**src/hw/rtl/xs1024_pkg.sv**
```systemverilog
// xs1024_pkg: shared types, command codes and constants for the
// xorshift1024* generator. No dependencies.

package xs1024_pkg;

    localparam int WORD_COUNT = 16;
    localparam int POS_W      = 4;
    localparam int WORD_W     = 64;
    localparam int HALF_W     = 32;

    localparam logic [WORD_W-1:0] MUL_DRAW = 64'd1181783497276652981;
    localparam logic [WORD_W-1:0] MUL_SEED = 64'd2685821657736338717;

    localparam logic [1:0] CMD_DRAW   = 2'd0;
    localparam logic [1:0] CMD_RESEED = 2'd1;
    localparam logic [1:0] CMD_LOAD   = 2'd2;
    localparam logic [1:0] CMD_NOP    = 2'd3;

    localparam logic REG_SEED = 1'b0;

    typedef enum logic [1:0] {
        ST_IDLE,
        ST_SEED,
        ST_FLUSH,
        ST_ALIGN
    } t_state;

    // work item traveling with a product through the multiplier
    typedef enum logic [1:0] {
        TOK_NONE,
        TOK_DRAW,
        TOK_FILL,
        TOK_ZERO
    } t_tok;

    typedef struct packed {
        logic shift;
        logic wr;
    } t_cell_ctl;

    function automatic logic [WORD_W-1:0] seed_step(input logic [WORD_W-1:0] x);
        logic [WORD_W-1:0] v;
        v = x ^ (x >> 12);
        v = v ^ (v << 25);
        v = v ^ (v >> 27);
        return v;
    endfunction

    function automatic logic [WORD_W-1:0] draw_mix(input logic [WORD_W-1:0] s0,
                                                   input logic [WORD_W-1:0] s1);
        logic [WORD_W-1:0] t;
        logic [WORD_W-1:0] u;
        t = s1 ^ (s1 << 31);
        t = t ^ (t >> 11);
        u = s0 ^ (s0 >> 30);
        return u ^ t;
    endfunction

endpackage

```
**src/hw/rtl/xs1024_cell.sv**
```systemverilog
// xs1024_cell: one 64-bit state word of the ring; shifts from its neighbor
// or takes a direct write. Depends on xs1024_pkg.

module xs1024_cell (
    input  logic                          i_clk,
    input  logic                          i_rst_n,
    input  xs1024_pkg::t_cell_ctl         i_ctl,
    input  logic [xs1024_pkg::WORD_W-1:0] i_next,
    input  logic [xs1024_pkg::WORD_W-1:0] i_wr_data,
    output logic [xs1024_pkg::WORD_W-1:0] o_word
);

    logic [xs1024_pkg::WORD_W-1:0] r_word;
    logic [xs1024_pkg::WORD_W-1:0] n_word;

    always_comb begin
        n_word = r_word;
        if (i_ctl.wr) begin
            n_word = i_wr_data;
        end else if (i_ctl.shift) begin
            n_word = i_next;
        end
    end

    always_ff @(posedge i_clk) begin
        if (!i_rst_n) begin
            r_word <= '0;
        end else begin
            r_word <= n_word;
        end
    end

    assign o_word = r_word;

endmodule

```
**config.mk**
```make
export PLATFORM = sky130hd
export DESIGN_NAME = xs1024_cell
export DESIGN_NICKNAME = d
export VERILOG_FILES = /design/src/hw/rtl/xs1024_pkg.sv /design/src/hw/rtl/xs1024_cell.sv
export SDC_FILE = /design/constraint.sdc
export NUM_CORES = 1
export LEC_CHECK = 0
export BUFFER_PORTS_ARGS = -buffer_cell sky130_fd_sc_hd__buf_4
export CAP_MARGIN = 30
export CORE_AREA = 2 2 89 91
export CTS_CLUSTER_DIAMETER = 60
export DETAILED_ROUTE_END_ITERATION = 16
export DIE_AREA = 0 0 91 93
export PLACE_DENSITY = 0.84
export SLEW_MARGIN = 20
export SYNTH_ARGS = -nofsm -noshare
export SYNTH_HDL_FRONTEND = slang
export SYNTH_SLANG_ARGS = --single-unit
```
**constraint.sdc**
```tcl
create_clock -name i_clk -period 2.45 [get_ports i_clk]
set_input_delay 0.3675 -clock i_clk [delete_from_list [all_inputs] [get_ports i_clk]]
set_output_delay 0.3675 -clock i_clk [all_outputs]
set_load 0.005 [all_outputs]
```
=== Word level (Yosys, flattened, before mapping) ===
Cells that the tools add are included.
W data, S select, Z words.

* Bits of input ports: 132
* Register bits: 64

* Reduce and logical (&&, ||, !) cells: 1
* Mux-type cells: 2

{| class="wikitable"
|+ Operator list
! operator !! count
|-
| $mux W64 || 2
|-
| $reduce_bool A2 Y1 || 1
|}

=== Depth between registers and ports, before layout ===
* Depth in word-level cells: 2
* Mapped depth: 4
* Depth with buffers taken out: 2

=== Worst setup path before layout ===
Ideal clock, no wire load.

* Path type: in2reg
* Start point: input port i_ctl[1] (netlist bit)
* End point: register r_word, in the netlist o_word[10]
* Required time: 2334 ps
* Buffers on the path: 2
* Slack: 1176 ps
* Cell stages on the path: 4
* Arrival time: 1158 ps
* Cells stage by stage: buf_6 > buf_8 > mux2_4 > o211a_1

* Cells in the longest elaborated chain, start to end: 1

{| class="wikitable"
|+ RTL lines
! item !! line !! text
|-
| start: declaration || xs1024_cell.sv:7 || <nowiki>input xs1024_pkg::t_cell_ctl i_ctl,</nowiki>
|-
| $reduce_bool A2 Y1 (no line) || n/a ||
|-
| end signal: assignment || xs1024_cell.sv:29 || <nowiki>r_word <= n_word;</nowiki>
|-
| end: declaration || xs1024_cell.sv:13 || <nowiki>logic [xs1024_pkg::WORD_W-1:0] r_word;</nowiki>
|}

Every way passes these cells.
A chain may end at the register's enable or synchronous reset.

=== Worst setup path in the final report ===
* Start point: input port i_ctl[1] (netlist bit)
* End point: register r_word, in the netlist o_word[15]

Same word-level chain as after synthesis.

==> results.md <==
- Hold_sp: i_wr_data[40]
- Synth Instances: between 200 and 300
- Peak supply drop: 0.000351 V
- Initial Utilization: about 46%
- Synthesized Nets: around 420
- IO Pins: 196
- # port buffers: approximately 200
- Worst reg-to-reg path cell count: 2
- Net count, final: 599
- Clk_lat worst skew: a little over 0.3 ns
- Flop pwr share: a little over two fifths
- Switching Fraction: 23.3%
- Die X: slightly above 90 µm
- Critical Path RT: roughly 2.7 ns
- Int Pwr: about 2.1 mW
- Hold Path Stages: 3
- Die height: between 90 and 100 µm
- Cell Area, Placed: approximately 5000 µm²
- Final WL: around 9000 µm
- Clock slew at reported path FFs: around 0.070 ns
- Nature of the critical path startpoint: input port
- Tightest Hold Check Type: input port to flop
- Dpl hpwl: 6450 µm
- Fin. max-slew vios: 0
- Worst-path cell chain: buf_4, buf_12, mux2_4, o211a_1
- #FFs+latches synth: 64
- RR Endpoint: o_word[36]
- F_max: between 0.7 and 0.8 GHz
- Largest net degree at the start of global routing: 65
- Final Setup Violations: 0
- CTS tree: done
- Sequential-to-total area share from yosys stat: 36.6%
- Crit path kind: input port to flop
- Clk root buf: clkbuf_8
- Die area: between 8000 and 9000 µm²
- Final worst path period share: a little over half
- CTS buffer count: 9
- FF-to-FF Start: o_word[36]
- First-pass GRT wire length: about 14000 µm
- Pre-antenna DRT Iters: 4
- GRT overflow: 0
- Max clock buf depth: 2
- Fin Setup TNS: 0 ns
- Initial antenna violation count: 0
- Vias/cell: between 4 and 5
- Post-Syn Area: about 3500 µm²
- Worst Path Max Fanout: 31
- Final cell area excluding filler cells: 5160 µm²
- Post-route setup slack: 1.11 ns
- # DRC: 0
- Slew @ Worst Pin: about 0.68 ns
- CP endpoint kind: flop
- Commonest cells after routing, fill and taps aside: buf_4 (198), o211a_1 (64), dfxtp_1 (64)
- Fin. Hold Viols: 0
- DR vias: 2829
- Post-DR wirelength/cell: ~16 µm
- Hold slack: around 0.35 ns
- Post-synthesis average cell area: approximately 12 µm²
- Max cap viols: 0
- Slowest cell on crit path: mux2_4
- Commonest non-fill, non-tap cell in the layout: buf_4
- Unique cell type count in the Yosys netlist: 12
- Cell Pwr Density: approximately 530 nW/µm²
- Core Box Area: 7530 µm²
- Place WS: 0.776 ns
- Worst hold endpoint: o_word[40]
- Logic pwr share: about a quarter
- P_leak: 3.00 nW
- H-Tree Depth: 3
- Reg2Reg Setup Slack: roughly 1.6 ns
- Routability Congestion: roughly 0.76
- CP arrival: about 1.6 ns
- CTS Hold Bufs: 0
- Ant. Diodes: 0
- Total Routing Usage GR: between 20 and 25%
- Iter 0 DRT Violations: 78
- FP Rows: 32
- Slew margin rel.: about 55%
- CP top delay family: buffers and inverters
- Design Power: around 2.7 mW
- Yosys Warn Count: 0
- # Post-CTS Setup Buffers: 0
- RSZ-0062 raised after global routing: false
- Layout cells sized above 1: approximately three fifths
- CP Buf/Inv Count: 2
- Vias in the first global route: 2898
- Outcome: completed
- Switching pwr: roughly 0.63 mW
- Synth-to-layout area growth: 47.5%
- Antenna Violating Nets Remaining: 0
- Final critical-path required period: 1.34 ns
- Max reg flops: 64
- Post_cts resized: 0
- Max incr delay on CP: 0.33 ns
- Number of clock sinks: 64
- Skew final: 0 ns
- Clock power frac: between 30% and 40%
-- power by group through the flow --
| stage | clock, mW | sequential, mW | combinational (mW) |
|---|---|---|---|
| 3_3_place_gp | 0 | 1.18 | 0.633 |
| 5_1_grt | 0.985 | 1.17 | 0.694 |
| 4_1_cts | 0.938 | 1.17 | 0.652 |
| 6_report | 0.908 | 1.17 | 0.649 |
| 2_1_floorplan | 0 | 1.19 | 0.334 |
| 3_5_place_dp | 0 | 1.19 | 0.649 |
-- Yosys cell counts --
master,n,area (µm²)
clkbuf_2,1,5.00
dfxtp_1,64,1280
buf_8,6,90.1
buf_1,1,3.75
buf_2,7,35.0
nand2b_1,31,194
mux2_2,4,45.0
clkbuf_1,12,45.0
or2b_1,33,248
mux2_4,60,901
buf_6,1,11.3
o211a_1,64,641
-- per-layer routing --
layer	GRT usage [%]	wire [µm]	up-vias
li1	-	-	1390
met1	24.7	3730	1288
met2	34.6	4310	127
met3	4.51	656	24
met4	9.72	268	0
met5	0	0	-
-- worst max-delay path by stage --
stage / start / end / slack [ns] / cells past startpoint
final: i_ctl[1] / o_word[15] / 1.11 / 4
after floorplan: i_ctl[1] / o_word[10] / 1.18 / 4
after global routing: i_ctl[1] / o_word[61] / 1.10 / 4
after global placement: i_ctl[1] / o_word[61] / 0.79 / 4
after detailed placement: i_ctl[1] / o_word[61] / 0.78 / 4
after CTS: i_ctl[1] / o_word[61] / 1.13 / 4
-- metrics by stage --
| step | instances | utilization, % |
|---|---|---|
| floorplan | 284 | - |
| global placement | 558 | 65.9 |
| detailed placement | 558 | 65.9 |
| CTS | 574 | 68.6 |
| global route | 574 | 68.6 |
| finish | 574 | 68.6 |
-- logic make-up after synthesis --
| family | share of synthesized area, % |
|---|---|
| compound gates | 18.3 |
| buf+inv | 5.43 |
| flops | 36.6 |
| mux | 27.0 |
| simple gates | 12.6 |
-- worst min-delay path: stages --
cell     delay [ns]
buf_4          0.07
or2b_1         0.08
o211a_1        0.13
-- cell type report --
class | count | area, µm²
Fill cell | 607 | 2360
Multi-Input combinational cell | 192 | 2030
Timing Repair Buffer | 200 | 1530
Sequential cell | 64 | 1280
Clock buffer | 13 | 159
Tap cell | 102 | 128
Clock inverter | 3 | 40.0
Power figures use the tool's default switching activity.
