==> config.mk <==
export PLATFORM = sky130hd
export DESIGN_NAME = xs1024_mul
export DESIGN_NICKNAME = d
export VERILOG_FILES = /design/src/hw/rtl/xs1024_pkg.sv /design/src/hw/rtl/xs1024_mul.sv
export SDC_FILE = /design/constraint.sdc
export NUM_CORES = 2
export LEC_CHECK = 0
export BUFFER_PORTS_ARGS = -buffer_cell sky130_fd_sc_hd__buf_2
export CORE_ASPECT_RATIO = 1.2
export CORE_UTILIZATION = 55
export CTS_CLUSTER_DIAMETER = 120
export DETAILED_ROUTE_END_ITERATION = 10
export PLACE_DENSITY = 0.83
export SYNTH_ARGS = -nofsm -noshare
export SYNTH_HDL_FRONTEND = slang
export SYNTH_SLANG_ARGS = --single-unit
==> constraint.sdc <==
create_clock -name i_clk -period 8.65 [get_ports i_clk]
set_clock_uncertainty 0.2 [all_clocks]
set_input_delay 0.4325 -clock i_clk [delete_from_list [all_inputs] [get_ports i_clk]]
set_output_delay 0.4325 -clock i_clk [all_outputs]
set_load 0.05 [all_outputs]
==> src/hw/rtl/xs1024_pkg.sv <==
// xs1024_pkg: shared types, command codes and constants for the
// xorshift1024* generator. No dependencies.

package xs1024_pkg;

    localparam int WORD_COUNT = 16;
    localparam int POS_W      = 4;
    localparam int WORD_W     = 64;
    localparam int HALF_W     = 32;

    localparam logic [WORD_W-1:0] MUL_DRAW = 64'd1181783497276652981;
    localparam logic [WORD_W-1:0] MUL_SEED = 64'd2685821657736338717;

    localparam logic [1:0] CMD_DRAW   = 2'd0;
    localparam logic [1:0] CMD_RESEED = 2'd1;
    localparam logic [1:0] CMD_LOAD   = 2'd2;
    localparam logic [1:0] CMD_NOP    = 2'd3;

    localparam logic REG_SEED = 1'b0;

    typedef enum logic [1:0] {
        ST_IDLE,
        ST_SEED,
        ST_FLUSH,
        ST_ALIGN
    } t_state;

    // work item traveling with a product through the multiplier
    typedef enum logic [1:0] {
        TOK_NONE,
        TOK_DRAW,
        TOK_FILL,
        TOK_ZERO
    } t_tok;

    typedef struct packed {
        logic shift;
        logic wr;
    } t_cell_ctl;

    function automatic logic [WORD_W-1:0] seed_step(input logic [WORD_W-1:0] x);
        logic [WORD_W-1:0] v;
        v = x ^ (x >> 12);
        v = v ^ (v << 25);
        v = v ^ (v >> 27);
        return v;
    endfunction

    function automatic logic [WORD_W-1:0] draw_mix(input logic [WORD_W-1:0] s0,
                                                   input logic [WORD_W-1:0] s1);
        logic [WORD_W-1:0] t;
        logic [WORD_W-1:0] u;
        t = s1 ^ (s1 << 31);
        t = t ^ (t >> 11);
        u = s0 ^ (s0 >> 30);
        return u ^ t;
    endfunction

endpackage

==> src/hw/rtl/xs1024_mul.sv <==
// xs1024_mul: two-stage 64x64 mod 2^64 multiplier by one of two constants,
// built from 32-bit partial products. Depends on xs1024_pkg.

module xs1024_mul (
    input  logic                          i_clk,
    input  logic                          i_rst_n,
    input  xs1024_pkg::t_tok              i_tok,
    input  logic [xs1024_pkg::WORD_W-1:0] i_operand,
    output xs1024_pkg::t_tok              o_tok,
    output logic [xs1024_pkg::WORD_W-1:0] o_product
);

    localparam int HW = xs1024_pkg::HALF_W;

    logic [xs1024_pkg::WORD_W-1:0] coef;
    logic [xs1024_pkg::WORD_W-1:0] p0;
    logic [HW-1:0]                 p1;
    logic [HW-1:0]                 p2;

    xs1024_pkg::t_tok              r_tok1;
    logic [xs1024_pkg::WORD_W-1:0] r_p0;
    logic [HW-1:0]                 r_p1;
    logic [HW-1:0]                 r_p2;
    xs1024_pkg::t_tok              r_tok2;
    logic [xs1024_pkg::WORD_W-1:0] r_prod;
    logic [HW-1:0]                 mid_sum;

    assign coef = (i_tok == xs1024_pkg::TOK_FILL) ? xs1024_pkg::MUL_SEED
                                                  : xs1024_pkg::MUL_DRAW;
    assign p0 = {{HW{1'b0}}, i_operand[HW-1:0]} * {{HW{1'b0}}, coef[HW-1:0]};
    assign p1 = i_operand[HW-1:0] * coef[2*HW-1:HW];
    assign p2 = i_operand[2*HW-1:HW] * coef[HW-1:0];
    assign mid_sum = r_p1 + r_p2;

    always_ff @(posedge i_clk) begin
        if (!i_rst_n) begin
            r_tok1 <= xs1024_pkg::TOK_NONE;
            r_tok2 <= xs1024_pkg::TOK_NONE;
        end else begin
            r_tok1 <= i_tok;
            r_tok2 <= r_tok1;
        end
    end

    always_ff @(posedge i_clk) begin
        r_p0   <= p0;
        r_p1   <= p1;
        r_p2   <= p2;
        r_prod <= r_p0 + {mid_sum, {HW{1'b0}}};
    end

    assign o_tok     = r_tok2;
    assign o_product = r_prod;

endmodule

== Yosys cells after proc, flatten, opt, wreduce, memory -nomap -nowiden ==
Cells that the tools add are included.

* $add $sub $neg: 2
* Multipliers: 3
* Equal/unequal tests: 1
* Mux-type cells: 1

{| class="wikitable"
|+ Operator list
! operator !! count
|-
| $add 64x64->64 || 1
|-
| $mul 32x32->64 || 1
|-
| $mux 62 || 1
|-
| $add 32x32->32 || 1
|-
| $mul 32x30->32 || 1
|-
| $mul 32x32->32 || 1
|-
| $eq 2x2->1 const B || 1
|}

* Bits in registers: 196
* Input port bits: 68
* Output and inout port bits: 66
* Logic and storage cells: 13

== Logic depth before layout (Yosys ltp) ==
* Word-level depth: 3
* Mapped depth: 34
* Mapped depth without buffers: 32

== Worst setup path after synthesis ==
Ideal clock, no wire load.

* Kind: in2reg
* Start point: input i_tok[0]
* End point: register r_p0[61] (netlist bit)
* Setup time: 0.131 ns
* Data arrival time: 8.506 ns
* Data required time: 8.319 ns
* Slack: -0.187 ns
* Stages: 30
* Path buffers: 5
* Path through: nand2b_1 -> clkbuf_1 -> clkbuf_1 -> clkbuf_1 -> buf_1 -> nand2_1 -> inv_1 -> fa_1 -> inv_1 -> fa_1 -> fa_1 -> fa_1 -> inv_1 -> fa_1 -> fa_1 -> fa_1 -> inv_1 -> fa_1 -> inv_1 -> ha_1 -> clkbuf_1 -> a21oi_1 -> a21oi_1 -> or2_2 -> or3_1 -> o21ai_2 -> o221ai_2 -> o41ai_2 -> o31ai_1 -> xor2_1

* Word-level cells in the longest chain between the ends: 3

{| class="wikitable"
|+ RTL lines
! item !! RTL line !! text
|-
| start, declared || xs1024_mul.sv:7 || <nowiki>input xs1024_pkg::t_tok i_tok,</nowiki>
|-
| $eq 2x2->1 || xs1024_mul.sv:28 || <nowiki>assign coef = (i_tok == xs1024_pkg::TOK_FILL) ? xs1024_pkg::MUL_SEED</nowiki>
|-
| $mux 62 || xs1024_mul.sv:28 ||
|-
| $mul 32x32->64 || xs1024_mul.sv:30 || <nowiki>assign p0 = {{HW{1'b0}}, i_operand[HW-1:0]} * {{HW{1'b0}}, coef[HW-1:0]};</nowiki>
|-
| via p0 (one bit) || xs1024_mul.sv:16 || <nowiki>logic [xs1024_pkg::WORD_W-1:0] p0;</nowiki>
|-
| end signal, assigned || xs1024_mul.sv:46 || <nowiki>r_p0 <= p0;</nowiki>
|-
| end, declared || xs1024_mul.sv:21 || <nowiki>logic [xs1024_pkg::WORD_W-1:0] r_p0;</nowiki>
|}

The timed path passes the listed nets, and every way through them passes these cells.
A chain may end at the register's enable or synchronous reset.

== Worst setup path in the final report ==
* Start point: input i_tok[1]
* End point: register r_p0[54] (netlist bit)

Same word-level chain as after synthesis.

==> results.cfg <==
[floorplanning]
die_h_um = 337
io-pin-count = 134
start_util_pct = 55.6
fp-row-count = 122
fp.dieW_um = 281
core_region_area_um2 = 92500
die-area_um2 = 94800

[clock_tree]
htree_num_levels = 4
clkTransAtPathRegs_ps = 90
cts-root-buf = clkbuf_16
cts_buffer_depth = 2
cts_tree = done
cts_made_buffers = 17
insertion_delay_ps = 520
cts.sinks = 196

[layout]
fillers = 7659
finalNetCount = 7448
n_antenna_cell = 0
synthToLayoutAreaGrowth_pct = 8.90
post_route_cells_drive_above_1_share_pct = 7.88
final-seq-area_um2 = 3920
multiInputGateArea_um2 = 42300

[critical_path]
crit_type = input port to register
crit_top_cell = fa_1
r2r-start = r_p2[0]
endpoint_kind = register
cp_max_fo = 8
cp_slowest_stage_delay_ps = 660
crit_path_start = i_tok[1]
startpoint_type = input port
critPathSlowestCell = fa_1
arrival_ps = 8640
worstRegToRegCells = 22
cp.required_ps = 8850

[route]
totalWireLength_mm = 151
firstDrtPassIters = 6
drc = 0
antenna_left = 0
drt-initial-drc-count = 2339
wl_per_cell_um = 22.7
num_vias = 36418
via_per_inst = 5.46

[global_route]
grtUsageMet2_pct = 54.6
track_usage_pct = 33.4
grtUsageMet3_pct = 6.79
grt_max_degree = 33
grt_pass1_vias = 40334
grt.overflow.total = 0
antenna_found_initial = 2
use_met1_pct = 42.1
busiest_layer = met2
grt_pass1_wl_mm = 232

[timing]
min_period_ps = 8440
setup_viol_count_final = 0
finalHoldViolations = 0
worstMarginPinSlew_ps = 1170
max_freq_ghz = 0.118
slew_headroom_pct = 20.9
report.final.slew_viol_count = 0
hold_slack_ps = 75.0
period_share_pct = 97.6

[yosys]
syn_avg_cell_area_um2 = 10.1
ys_top_cells_by_area = fa_1 (44%), ha_1 (20%), inv_1 (10%)
synthDistinctLibCells = 74
synth_common_cells = inv_1 (1423), fa_1 (1132), ha_1 (832), xnor2_1 (244), nand2_1 (234)
yosysWarnings = 0
synth_ff_type = dfxtp_1
syn_inst = 5076
synth_edf_count = 0
synth_area_um2 = 51500
synth-seq-cells = 196
seq_area_frac_synth_pct = 7.62
async_reset_ff_share_pct = 0
synth_top_area_cell = fa_1
netlist.area_leader.share_pct = 44.0
synth.most_common_cell = inv_1

[outcome]
outcome = completed

[worst_hold_path]
hold_class = input port to register
whs_path_depth = 1
hold_start = i_operand[32]

[place]
gp_congestion = 1.04
dp_hpwl_mm = 132
port-buffer-count = 133

[flow_run]
maxCapViolations = 0
worst paths after layout:
kind / to / slack [ps]
hold reg to reg: o_product[7] / 130
hold / removal: r_p2[0] / 80
setup / recovery: r_p0[54] / 210
setup reg to reg: o_product[63] / 2820
cell families (layout without fill, tap and decap cells):
logic type | after synthesis | after routing | share of synthesized area (%)
AO/OA/AOI/OAI | 477 | 477 | 6.18
XOR/XNOR | 312 | 312 | 5.31
AND/OR/NAND/NOR | 633 | 634 | 5.72
buffers and inverters | 1491 | 1792 | 10.9
other | 2 | 53 | 0.0146
adder cells (fa/ha/maj) | 1965 | 1965 | 64.3
flip-flops | 196 | 196 | 7.62
critical path: cells and delay by family:
family / cells / cell delay (ps)
buffers and inverters: 9 / 1720
xor gates and xnor gates: 1 / 150
and+or+nand+nor: 6 / 1120
adders and majority gates: 9 / 4570
AOI/OAI and AO/OA: 4 / 640
routing by layer:
layer | wire length, um | part of all wire [%] | up-vias
met5 | 10 | 0.0066 | -
met4 | 9730 | 6.4 | 2
met3 | 12500 | 8.3 | 439
met2 | 70700 | 47 | 1529
met1 | 58300 | 39 | 18400
li1 | - | - | 16048
layout make-up:
cell class                 count  area share [%]
clock buffer                  17           0.759
clock inverter                15           0.388
inverter                    1425            9.55
multi-input combinational   3441            75.4
sequential                   196            7.00
tap                         1240            2.77
timing repair buffer         335            4.11
flip-flops by register name, summed over array words and instances, names as in the netlist:
signal and cells:
o_tok 2, o_product 64, r_tok1 2, r_p2 32
r_p1 32, r_p0 64
layout by cell type (no fill, tap or decap), types with 11 or more instances in the layout:
cell,synthesis,final
nor2b_1,23,22
a31oi_1,12,12
buf_2,0,132
clkbuf_16,0,19
inv_1,1423,1416
nor2_1,149,147
nor3_1,22,22
o21ai_0,70,68
xor2_1,68,68
buf_4,0,191
fa_1,1132,1131
or2_2,17,17
and2_1,43,43
nand2b_1,52,51
nand2_1,234,229
xnor2_1,244,244
a21o_1,83,83
dfxtp_1,196,196
conb_1,2,53
ha_1,832,831
o21bai_1,31,31
o211ai_1,11,11
a21oi_1,159,156
and3_1,26,24
nand3_1,39,38
o21a_1,18,18
stage by stage:
step | cell area, um^2 | worst slack, ps | TNS (ps) | utilization [%] | cells
6_report | 56000 | 211 | 0 | 60.6 | 6669
5_1_grt | 56000 | -42.7 | -50.8 | 60.6 | 6669
4_1_cts | 55800 | 40.3 | 0 | 60.3 | 6659
3_5_place_dp | 55100 | -5.14 | -5.14 | 59.6 | 6624
3_3_place_gp | 55100 | 71.5 | 0 | 59.6 | 6624
2_1_floorplan | 51700 | 87.2 | 0 | - | 5127
timing repair:
item | in CTS | in global routing
hold endpoints to repair | 4 | 0
resized for setup | 0 | 39
buffers inserted | 0 | 7
hold buffers | 3 | 0
setup endpoints to repair | 0 | 24
Power is not shown: default switching activity piles up to over one toggle a cycle in this logic, so the estimate is an artifact.
